[src/rtl/ascon_pkg.sv]
`timescale 1ns / 1ps
// types, codes and round function shared by the ascon engine modules
// no dependencies

package ascon_pkg;

  localparam int unsigned LaneW    = 64;
  localparam int unsigned NumLanes = 5;

  typedef logic [NumLanes-1:0][LaneW-1:0] lanes_t;

  // initial value of lane 0 on start
  localparam logic [LaneW-1:0] AsconIv = 64'h80400c0600000000;

  // round counter runs up to the last index of the full permutation
  localparam logic [3:0] RoundFirstFull  = 4'd0;
  localparam logic [3:0] RoundFirstBlock = 4'd4;
  localparam logic [3:0] RoundLast       = 4'd11;

  // item kind codes
  localparam logic [1:0] KIND_START  = 2'd0;
  localparam logic [1:0] KIND_BLOCK  = 2'd1;
  localparam logic [1:0] KIND_FINISH = 2'd2;

  // result kind codes
  localparam logic RES_CIPHER = 1'b0;
  localparam logic RES_TAG    = 1'b1;

  // configuration register indexes
  localparam logic CFG_KEY_FIRST  = 1'b0;
  localparam logic CFG_KEY_SECOND = 1'b1;

  typedef enum logic [0:0] {
    ST_IDLE,
    ST_ROUND
  } ctrl_state_e;

  typedef enum logic [1:0] {
    MODE_START,
    MODE_BLOCK,
    MODE_FINISH
  } run_mode_e;

  // controller to datapath commands
  typedef struct packed {
    logic       load_start;
    logic       absorb;
    logic       key_mix;
    logic       round_en;
    logic [3:0] round_idx;
    logic       last_start;
    logic       last_finish;
  } ascon_cmd_t;

  // datapath to controller status
  typedef struct packed {
    logic out_blocked;
  } ascon_stat_t;

  // round constant 0xf0 - 0x0f * k
  function automatic logic [7:0] round_const(logic [3:0] k);
    logic [7:0] kk;
    kk = {4'b0, k};
    return 8'hF0 - ((kk << 4) - kk);
  endfunction

  function automatic logic [LaneW-1:0] rotr(logic [LaneW-1:0] v, int unsigned n);
    return (v >> n) | (v << (LaneW - n));
  endfunction

  // one permutation round: constant, bitsliced sbox, linear layer
  function automatic lanes_t ascon_round(lanes_t a_in, logic [7:0] c);
    lanes_t a;
    lanes_t b;
    a = a_in;
    a[2] = a[2] ^ {56'b0, c};
    a[0] = a[0] ^ a[4];
    a[4] = a[4] ^ a[3];
    a[2] = a[2] ^ a[1];
    b = a;
    a[0] = b[0] ^ (~b[1] & b[2]);
    a[1] = b[1] ^ (~b[2] & b[3]);
    a[2] = b[2] ^ (~b[3] & b[4]);
    a[3] = b[3] ^ (~b[4] & b[0]);
    a[4] = b[4] ^ (~b[0] & b[1]);
    a[1] = a[1] ^ a[0];
    a[0] = a[0] ^ a[4];
    a[3] = a[3] ^ a[2];
    a[2] = ~a[2];
    a[0] = a[0] ^ rotr(a[0], 19) ^ rotr(a[0], 28);
    a[1] = a[1] ^ rotr(a[1], 61) ^ rotr(a[1], 39);
    a[2] = a[2] ^ rotr(a[2], 1) ^ rotr(a[2], 6);
    a[3] = a[3] ^ rotr(a[3], 10) ^ rotr(a[3], 17);
    a[4] = a[4] ^ rotr(a[4], 7) ^ rotr(a[4], 41);
    return a;
  endfunction

endpackage

[src/rtl/ascon_ctrl.sv]
`timescale 1ns / 1ps
// controller: accepts items and sequences the permutation rounds
// depends on ascon_pkg

module ascon_ctrl (
  input  logic                   clk_i,
  input  logic                   rst_ni,
  input  logic                   in_valid_i,
  output logic                   in_stall_o,
  input  logic [1:0]             kind_i,
  input  ascon_pkg::ascon_stat_t stat_i,
  output ascon_pkg::ascon_cmd_t  cmd_o
);
  import ascon_pkg::*;

  ctrl_state_e state_q, state_d;
  run_mode_e   mode_q, mode_d;
  logic [3:0]  cnt_q, cnt_d;
  logic        accept;

  // state registers
  always_ff @(posedge clk_i or negedge rst_ni) begin
    if (!rst_ni) begin
      state_q <= ST_IDLE;
      mode_q  <= MODE_START;
      cnt_q   <= RoundFirstFull;
    end else begin
      state_q <= state_d;
      mode_q  <= mode_d;
      cnt_q   <= cnt_d;
    end
  end

  // hold off while rounds run or the result slot cannot drain
  assign in_stall_o = (state_q != ST_IDLE) || stat_i.out_blocked;
  assign accept     = in_valid_i && !in_stall_o;

  // next state and commands
  always_comb begin
    state_d = state_q;
    mode_d  = mode_q;
    cnt_d   = cnt_q;
    cmd_o   = '0;
    case (state_q)
      ST_IDLE: begin
        if (accept) begin
          case (kind_i)
            KIND_START: begin
              cmd_o.load_start = 1'b1;
              mode_d  = MODE_START;
              cnt_d   = RoundFirstFull;
              state_d = ST_ROUND;
            end
            KIND_BLOCK: begin
              cmd_o.absorb = 1'b1;
              mode_d  = MODE_BLOCK;
              cnt_d   = RoundFirstBlock;
              state_d = ST_ROUND;
            end
            KIND_FINISH: begin
              cmd_o.key_mix = 1'b1;
              mode_d  = MODE_FINISH;
              cnt_d   = RoundFirstFull;
              state_d = ST_ROUND;
            end
            default: begin
              // unused kind is dropped
              state_d = ST_IDLE;
            end
          endcase
        end
      end
      ST_ROUND: begin
        cmd_o.round_en  = 1'b1;
        cmd_o.round_idx = cnt_q;
        if (cnt_q == RoundLast) begin
          cmd_o.last_start  = (mode_q == MODE_START);
          cmd_o.last_finish = (mode_q == MODE_FINISH);
          state_d = ST_IDLE;
        end else begin
          cnt_d = cnt_q + 4'd1;
        end
      end
      default: begin
        state_d = ST_IDLE;
      end
    endcase
  end

endmodule

[src/rtl/ascon_dp.sv]
`timescale 1ns / 1ps
// datapath: key registers, state lanes, round unit and result register
// depends on ascon_pkg

module ascon_dp (
  input  logic                   clk_i,
  input  logic                   rst_ni,
  input  logic                   cfg_we_i,
  input  logic                   cfg_index_i,
  input  logic [63:0]            cfg_data_i,
  input  logic [63:0]            word_first_i,
  input  logic [63:0]            word_second_i,
  input  ascon_pkg::ascon_cmd_t  cmd_i,
  output ascon_pkg::ascon_stat_t stat_o,
  output logic                   out_valid_o,
  input  logic                   out_stall_i,
  output logic                   result_kind_o,
  output logic [63:0]            out_first_o,
  output logic [63:0]            out_second_o
);
  import ascon_pkg::*;

  logic [LaneW-1:0] key_first_q, key_second_q;
  lanes_t           lanes_q, lanes_d;
  lanes_t           round_out;
  logic             out_valid_q, out_valid_d;
  logic             res_kind_q, res_kind_d;
  logic [LaneW-1:0] out_first_q, out_first_d;
  logic [LaneW-1:0] out_second_q, out_second_d;
  logic [LaneW-1:0] abs0, abs1;

  // key registers
  always_ff @(posedge clk_i or negedge rst_ni) begin
    if (!rst_ni) begin
      key_first_q  <= '0;
      key_second_q <= '0;
    end else if (cfg_we_i) begin
      if (cfg_index_i == CFG_KEY_FIRST) begin
        key_first_q <= cfg_data_i;
      end
      if (cfg_index_i == CFG_KEY_SECOND) begin
        key_second_q <= cfg_data_i;
      end
    end
  end

  // round unit, one round per cycle
  assign round_out = ascon_round(lanes_q, round_const(cmd_i.round_idx));

  assign abs0 = lanes_q[0] ^ word_first_i;
  assign abs1 = lanes_q[1] ^ word_second_i;

  // lane update
  always_comb begin
    lanes_d = lanes_q;
    if (cmd_i.load_start) begin
      lanes_d[0] = AsconIv;
      lanes_d[1] = key_first_q;
      lanes_d[2] = key_second_q;
      lanes_d[3] = word_first_i;
      lanes_d[4] = word_second_i;
    end else if (cmd_i.absorb) begin
      lanes_d[0] = abs0;
      lanes_d[1] = abs1;
    end else if (cmd_i.key_mix) begin
      lanes_d[1] = lanes_q[1] ^ key_first_q;
      lanes_d[2] = lanes_q[2] ^ key_second_q;
    end else if (cmd_i.round_en) begin
      lanes_d = round_out;
      if (cmd_i.last_start) begin
        lanes_d[3] = round_out[3] ^ key_first_q;
        lanes_d[4] = round_out[4] ^ key_second_q;
      end
    end
  end

  always_ff @(posedge clk_i or negedge rst_ni) begin
    if (!rst_ni) begin
      lanes_q <= '0;
    end else begin
      lanes_q <= lanes_d;
    end
  end

  // result register, drains independently of the rounds
  always_comb begin
    out_valid_d  = out_valid_q && out_stall_i;
    res_kind_d   = res_kind_q;
    out_first_d  = out_first_q;
    out_second_d = out_second_q;
    if (cmd_i.absorb) begin
      out_valid_d  = 1'b1;
      res_kind_d   = RES_CIPHER;
      out_first_d  = abs0;
      out_second_d = abs1;
    end else if (cmd_i.last_finish) begin
      out_valid_d  = 1'b1;
      res_kind_d   = RES_TAG;
      out_first_d  = round_out[3] ^ key_first_q;
      out_second_d = round_out[4] ^ key_second_q;
    end
  end

  always_ff @(posedge clk_i or negedge rst_ni) begin
    if (!rst_ni) begin
      out_valid_q <= 1'b0;
    end else begin
      out_valid_q <= out_valid_d;
    end
  end

  always_ff @(posedge clk_i) begin
    res_kind_q   <= res_kind_d;
    out_first_q  <= out_first_d;
    out_second_q <= out_second_d;
  end

  assign stat_o.out_blocked = out_valid_q && out_stall_i;
  assign out_valid_o        = out_valid_q;
  assign result_kind_o      = res_kind_q;
  assign out_first_o        = out_first_q;
  assign out_second_o       = out_second_q;

endmodule

[src/rtl/ascon_aead_encrypt_engine_unit.sv]
`timescale 1ns / 1ps
// top level of the ascon encryption engine: controller plus datapath
// depends on ascon_pkg, ascon_ctrl, ascon_dp

// Ascon-128 style encryption without associated data or padding. Load the key
// through the write port (index 0 first word, 1 second word) while idle. A
// start item (kind 0) takes the nonce and runs 12 rounds with no result; a
// block item (kind 1) returns its ciphertext in the cycle after acceptance and
// then runs 8 rounds; a finish item (kind 2) runs 12 rounds and returns the
// tag. The round unit does one permutation round per clock, so a new item is
// taken only once the rounds of the previous item are done. A waiting result
// does not block the rounds; an item that arrives while the result register
// is still full and stalled is also held off.

module ascon_aead_encrypt_engine_unit (
  input  logic        clk_i,
  input  logic        rst_ni,
  input  logic        cfg_we_i,
  input  logic        cfg_index_i,
  input  logic [63:0] cfg_data_i,
  input  logic        in_valid_i,
  output logic        in_stall_o,
  input  logic [1:0]  kind_i,
  input  logic [63:0] word_first_i,
  input  logic [63:0] word_second_i,
  output logic        out_valid_o,
  input  logic        out_stall_i,
  output logic        result_kind_o,
  output logic [63:0] out_first_o,
  output logic [63:0] out_second_o
);
  import ascon_pkg::*;

  ascon_cmd_t  cmd;
  ascon_stat_t stat;

  // item sequencing
  ascon_ctrl u_ctrl (
    .clk_i      (clk_i),
    .rst_ni     (rst_ni),
    .in_valid_i (in_valid_i),
    .in_stall_o (in_stall_o),
    .kind_i     (kind_i),
    .stat_i     (stat),
    .cmd_o      (cmd)
  );

  // state lanes and result
  ascon_dp u_dp (
    .clk_i         (clk_i),
    .rst_ni        (rst_ni),
    .cfg_we_i      (cfg_we_i),
    .cfg_index_i   (cfg_index_i),
    .cfg_data_i    (cfg_data_i),
    .word_first_i  (word_first_i),
    .word_second_i (word_second_i),
    .cmd_i         (cmd),
    .stat_o        (stat),
    .out_valid_o   (out_valid_o),
    .out_stall_i   (out_stall_i),
    .result_kind_o (result_kind_o),
    .out_first_o   (out_first_o),
    .out_second_o  (out_second_o)
  );

endmodule

[config.mk]
export PLATFORM = sky130hd
export DESIGN_NAME = ascon_aead_encrypt_engine_unit
export DESIGN_NICKNAME = d
export VERILOG_FILES = /design/src/rtl/ascon_pkg.sv /design/src/rtl/ascon_ctrl.sv /design/src/rtl/ascon_dp.sv /design/src/rtl/ascon_aead_encrypt_engine_unit.sv
export SDC_FILE = /design/constraint.sdc
export NUM_CORES = 2
export LEC_CHECK = 0
export ABC_AREA = 1
export CAP_MARGIN = 40
export CELL_PAD_IN_SITES_DETAIL_PLACEMENT = 1
export CELL_PAD_IN_SITES_GLOBAL_PLACEMENT = 1
export CORE_MARGIN = 1
export CORE_UTILIZATION = 40
export DETAILED_ROUTE_END_ITERATION = 10
export DONT_BUFFER_PORTS = 1
export PLACE_DENSITY = 0.8
export REMOVE_ABC_BUFFERS = 1
export SLEW_MARGIN = 10
export SYNTH_ARGS = -nofsm -noshare
export SYNTH_HDL_FRONTEND = slang
export SYNTH_SLANG_ARGS = --single-unit
[constraint.sdc]
create_clock -name clk_i -period 11.3 [get_ports clk_i]
set_clock_uncertainty 0.2 [all_clocks]
set_input_delay 1.13 -clock clk_i [delete_from_list [all_inputs] [get_ports clk_i]]
set_output_delay 1.13 -clock clk_i [all_outputs]
set_load 0.02 [all_outputs]
Word level (Yosys, flattened, before mapping)
Index checks and enable logic that the tools add are counted.
{ "op_classes": {"addsub": 3, "bitwise_logic": 51, "n_eq_ne": 10, "reduce_logical": 21, "muxes": 30} }
{ "ops": {"columns": ["operator", "n"], "rows": [
  ["$xor 64x64->64", 27],
  ["$mux 320", 2],
  ["$mux 128", 4],
  ["$not 64->64", 6],
  ["$and 64x64->64", 5],
  ["$mux 64", 5],
  ["$mux 192", 1],
  ["$or 23x64->64", 1],
  ["$or 25x64->64", 1],
  ["$or 3x64->64", 1],
  ["$or 36x64->64", 1],
  ["$or 45x64->64", 1],
  ["$or 47x64->64", 1],
  ["$or 54x64->64", 1],
  ["$or 57x64->64", 1],
  ["$or 58x64->64", 1],
  ["$or 63x64->64", 1],
  ["$xor 64x8->64", 1],
  ["$pmux 4 s2", 2],
  ["$reduce_and 3->1", 3],
  ["$reduce_bool 3->1", 3],
  ["$mux 1", 8],
  ["$mux 4", 2],
  ["$reduce_and 2->1", 4],
  ["24 further kinds", 32]
]} }
{ "word_totals": {"inputBits": 200, "elab_cells": 129, "register_bits": 585, "output_inout_bits": 131} }

Longest topological paths before layout
{ "depth": {"word_depth": 18, "ltp_mapped": 19, "mapped_depth_nobuf": 18} }

Cells and area by module
Synthesis repeated with hierarchy kept, for this count alone.
{ "hier_totals": {"cells_unflattened": 9056, "hier_area_um2": 54295.8} }
{ "modules_own_cells": {"columns": ["mod", "seq_area_each_um2", "cells_each", "instances", "area_per_inst_um2"], "rows": [
  ["ascon_dp", 15099.5, 8994, 1, 53815.4],
  ["ascon_ctrl", 175.2, 62, 1, 480.5]
]} }

Worst setup path after synthesis
OpenSTA, ideal clock, no wires.
{ "synth_timing": {"kind": "input port to flip-flop", "startpoint": "input out_stall_i", "endpoint": "register u_dp.out_first_q[0] (netlist: u_dp.out_first_o[0]) (enable)", "setup_slack_ps": 5701, "path_stages": 8, "required_time_ps": 10608, "t_arrival_ps": 4908, "setup_time_ps": 492, "n_path_buf": 3, "path_cell_list": "nand2_1 nand3_2 nor2_2 nand2_1 buf_2 buf_2 buf_2 nand2_1"} }
{ "synth_between": {"elab_chain_len": 7} }
{ "synth_rtl": {"columns": ["element", "line_no", "rtl"], "rows": [
  ["start: declaration", "ascon_aead_encrypt_engine_unit.sv:27", "input logic out_stall_i,"],
  ["$logic_and 1x1->1", "ascon_dp.sv:118", "assign stat_o.out_blocked = out_valid_q && out_stall_i;"],
  ["$logic_or 1x1->1", "ascon_ctrl.sv:35", "assign in_stall_o = (state_q != ST_IDLE) || stat_i.out_blocked;"],
  ["$logic_not 1->1", "ascon_ctrl.sv:36", "assign accept = in_valid_i && !in_stall_o;"],
  ["$logic_and 1x1->1", "ascon_ctrl.sv:36", null],
  ["$mux 3", "ascon_ctrl.sv:46", "if (accept) begin"],
  ["$mux 3", "ascon_ctrl.sv:44", "case (state_q)"],
  ["$reduce_bool 2->1 (no source line)", null, null],
  ["end signal: assignment", "ascon_dp.sv:114", "out_first_q <= out_first_d;"],
  ["end: declaration", "ascon_dp.sv:28", "logic [LaneW-1:0] out_first_q, out_first_d;"]
]} }
Every way passes these cells.
A chain may end at the register's enable or synchronous reset.

Final worst setup path
{ "layout_timing": {"startpoint": "register u_ctrl.state_q", "endpoint": "register u_dp.lanes_q[295] (netlist name)"} }
{ "layout_between": {"elab_chain_len": 7, "word_cells_on_any_way": 15, "cone_classes": "eq/ne: 2; mux: 8; reduce/logical: 5"} }
{ "layout_rtl": {"columns": ["element", "line_no", "rtl"], "rows": [
  ["start: declaration", "ascon_ctrl.sv:16", "ctrl_state_e state_q, state_d;"],
  ["start signal: assignment", "ascon_ctrl.sv:28", "state_q <= state_d;"],
  ["$logic_or 1x1->1", "ascon_ctrl.sv:35", null],
  ["$logic_not 1->1", "ascon_ctrl.sv:36", null],
  ["$logic_and 1x1->1", "ascon_ctrl.sv:36", null],
  ["$mux 3", "ascon_ctrl.sv:46", null],
  ["$mux 3", "ascon_ctrl.sv:44", null],
  ["$ne 2x1->1 (no source line) / $reduce_bool 2->1 (equally long branches)", null, null],
  ["$reduce_and 3->1 (no source line)", null, null],
  ["end signal: assignment", "ascon_dp.sv:81", "lanes_q <= lanes_d;"],
  ["end: declaration", "ascon_dp.sv:24", "lanes_t lanes_q, lanes_d;"]
]} }
Several ways; a longest one is shown, not always the timed one. The select of a mux whose other input is x is not followed.

==> results.txt <==
- Dividing the detail-routed via count by the number of cells gives 5.94.
- Worst setup path class: flop to flop
- Clock tree synthesis selected as its root buffer the cell clkbuf_16.
- Floorplan die width: 365 microns
* Num CTS Buffers: 75
- Period Utilization, post-route: 44.7%
* Placer's final routability congestion estimate: 1.07
* Maximum fanout encountered on the critical timing path: 64
- The floorplan step defined a die boundary enclosing 134000 sq um.
* Post-synthesis average cell area: 5.99 sq um
- The via count of the first global-routing pass came to 61522.
- Post-synthesis async set-or-reset flop share: 77.9%
- The top cell type by area accounts for 27.9% of the synthesized area.
- Setup repair bufs after CTS: 0
- The initial utilization of the core area, before any placement, comes to 40.5%.
- For this run, the number of Yosys warnings is 0.
* Top post-synthesis cells by count: nand2_1 (3930), inv_1 (1088), nand3_1 (989), o21ai_0 (479), dfrtp_1 (456)
* Number of placement rows: 132
- Counting along the longest clock path gives a buffer depth of 3.
- Cells traversed along the worst timing path: inv_2, nand3_2, nor2_4, inv_2, nor2_4, buf_4, buf_16, nor2_1, inv_4, buf_4, buf_4, o22ai_1, o21bai_1
* DR DRC count: 0
* Proportion of layout cells with a drive suffix above 1: 3.74%
* Clock-pin transition on the worst setup and hold timing paths: 0.07 ns
* Worst-case setup margin in the final layout: 6.25 ns
- Most frequent cell after synthesis: nand2_1
* Total length of routed met3 wires: 30900 microns
- Cell type with the largest total area after synthesis: nand2_1
- The clock reaches the later pin of the worst-skew pair after 0.74 ns.
* Initial antenna violation count: 20
- Buffers added on ports: 0
- Top routing layer in use: met5
- Overall die height: 365 microns
* Setup crit end kind: flop
- CTS sink count: 585
- The H-tree generated during clock tree synthesis spans 3 levels.
- Hold/Removal Path Class: input pin to asynchronous set/reset pin
- The synthesized netlist occupies a cell area of 52800 sq um.
- Slew of the pin with the lowest slew margin: 1.03 ns
- Relative slew margins: 30.9%
- Summing all multi-input logic gate instances after layout gives 32400 sq um.
- Total track usage: 44.1%
- Across the run, the number of max-cap violations was 0.
- The first global-routing pass estimated 425000 microns of wire.
* Final wirelength: 300000 microns
- Crit path max-delay cell type: buf_4
- From synthesis to final layout, the design area changed by 10.3%.
- The core region is 130000 sq um.
- In the post-synthesis netlist, the biggest area contributors are nand2_1 (28%), dfrtp_1 (22%), nand3_1 (9.4%), inv_1 (7.7%), edfxtp_1 (7.3%).
* EDFF count, synth: 128
* Final setup violation count: 0
* Element type at the critical path start: flop
- IO Pins: 331
- By instance count, the cell type seen most on the critical path is buf_4.
- Slowest Stage Delay on Critical Path: 0.75 ns
- Sequential cell area: 15300 sq um
* Worst Reg-to-Reg Cells: 13
- After detailed routing, the wire length on met1 is 116000 microns.
- Counting the fill cells in the layout gives 17673.
* Setup slack, reg-to-reg: 6.25 ns
- WL per Instance: 28.3 microns
* Clock tree from TritonCTS: yes
- The first TritonRoute pass finished after 6 iterations.
- Sequential cells were found to cover 28.9% of the synthesized design area.
- In the detailed route, the total length drawn on met2 is 126000 microns.
* Critical R2R Launch: u_ctrl.state_q
* Maximum number of pins on one net before global-route repair: 410
- Synthesis inferred 585 register bits.
* Net count of the finished layout: 9112
- The flow ran to the end, and the final reports show no timing, DRC or antenna violations.
- Crit path DAT: 5.45 ns
* Half-perimeter wire length after detailed placement: 234000 microns
- Before CTS, the worst setup slack after placement is 6.24 ns.
- Max-slew violation count: 0
* Final hold violation count: 0
- Tracing the worst setup path back leads to its startpoint at u_ctrl.state_q.
- For the finished layout, the period the worst path requires is 5.05 ns.
- Required time worst endpoint: 11.70 ns
- Summing over every cut layer, the via total after detailed routing is 62926.
- Synthesis produced a netlist whose cell count is 8820.
- RSZ-0062 raised after global routing: false
- Number of design-rule violations left by the first detailed-router iteration: 6569
* Overflow after GRT: 0
- FMAX: 198 MHz
- Number of distinct library cell variants in the gate-level netlist after synthesis: 40
- Remaining antenna violation count after routing: 0
- For this run, the leading register cell type out of synthesis is dfrtp_1.
cell type report:
| type | instances | share of cell area [%] |
|---|---|---|
| sequential | 585 | 26.2 |
| tap | 1742 | 3.74 |
| clock buffer | 91 | 3.41 |
| inverter | 1112 | 7.19 |
| timing repair buffer | 154 | 2.63 |
| multi-input combinational | 6855 | 55.6 |
| clock inverter | 47 | 1.14 |
| antenna | 4 | 0.0172 |
layout by cell type (no fill, tap or decap), types with 6 or more instances in the layout:
| cell | instances |
|---|---|
| nor3_1 | 41 |
| inv_2 | 7 |
| clkinvlp_4 | 8 |
| a21oi_1 | 347 |
| xor2_1 | 141 |
| xnor2_1 | 249 |
| bufinv_16 | 14 |
| clkinv_1 | 18 |
| clkinv_2 | 10 |
| o22ai_1 | 83 |
| o21ai_1 | 18 |
| ha_1 | 129 |
| nand3_1 | 989 |
| nand2_1 | 3925 |
| buf_4 | 128 |
| o21a_1 | 15 |
| inv_1 | 1086 |
| edfxtp_1 | 128 |
| a21o_1 | 71 |
| o21ai_0 | 479 |
| nor2_1 | 212 |
| nand3b_1 | 19 |
| buf_16 | 16 |
| a211oi_1 | 8 |
| xnor2_2 | 13 |
| nand4_1 | 10 |
| o211ai_1 | 18 |
| dfrtp_1 | 455 |
| clkbuf_1 | 12 |
| or2_2 | 9 |
| xor2_2 | 6 |
| clkbuf_16 | 76 |
| a31oi_1 | 35 |
| o21bai_1 | 21 |
stage by stage:
stage | instances | util [%] | TNS, ns | hold WS, ns | instance area, sq um
after global placement | 10385 | 42.0 | 0 | 0.318 | 54800
after floorplan | 8552 | - | -299.11 | 0.292 | 51700
final | 10590 | 44.7 | 0 | 0.107 | 58300
after detailed placement | 10442 | 42.6 | 0 | 0.334 | 55500
after global routing | 10587 | 44.7 | 0 | 0.100 | 58300
after CTS | 10582 | 44.6 | 0 | 0.0825 | 58200
per-layer routing:
metal / GRT usage (%) / up-vias
li1: - / 27816
met1: 54.4 / 31079
met2: 66.1 / 3080
met3: 11.7 / 931
met4: 32.5 / 20
met5: 0 / -
flip-flops by register name, indices dropped and copies added (netlist names):
| name | cells |
|---|---|
| u_ctrl.cnt_q | 4 |
| u_ctrl.mode_q | 2 |
| u_ctrl.state_q | 1 |
| u_dp.key_first_q | 64 |
| u_dp.key_second_q | 64 |
| u_dp.lanes_q | 320 |
| u_dp.out_first_o | 64 |
| u_dp.out_second_o | 64 |
| u_dp.out_valid_o | 1 |
| u_dp.result_kind_o | 1 |
cells by family (layout without fill, tap and decap cells):
logic type	Yosys count	count (layout)	share of synthesized area, %
flip-flops	585	585	28.9
XOR/XNOR	409	409	6.85
buffers and inverters	1380	1404	10.0
AO/OA/AOI/OAI	1096	1096	11.3
other	0	4	0
adder cells (fa/ha/maj)	129	129	3.06
AND/OR/NAND/NOR	5221	5221	39.9
worst paths after layout:
kind                                         end
max                            u_dp.lanes_q[295]
min                             u_dp.lanes_q[34]
max reg2reg                    u_dp.lanes_q[295]
min reg2reg                     u_dp.lanes_q[47]
max in group asynchronous  u_dp.key_second_q[34]
min in group clk_i              u_dp.lanes_q[47]
timing repair:
item	4_1_cts	5_1_grt
resized for setup	0	0
setup endpoints to repair	0	0
hold buffers	2	0
hold endpoints to repair	409	0
critical path: cells and delay by family, from the launching register on:
| family | cells | cell delay, ns |
|---|---|---|
| buffers and inverters | 7 | 2.70 |
| DFF | 1 | 0.71 |
| and+or+nand+nor | 4 | 0.60 |
| AOI/OAI and AO/OA | 2 | 0.37 |
Power is left out: the tool's default activity adds up to more than one toggle a clock period on the data nets, which glitch-free logic cannot reach.
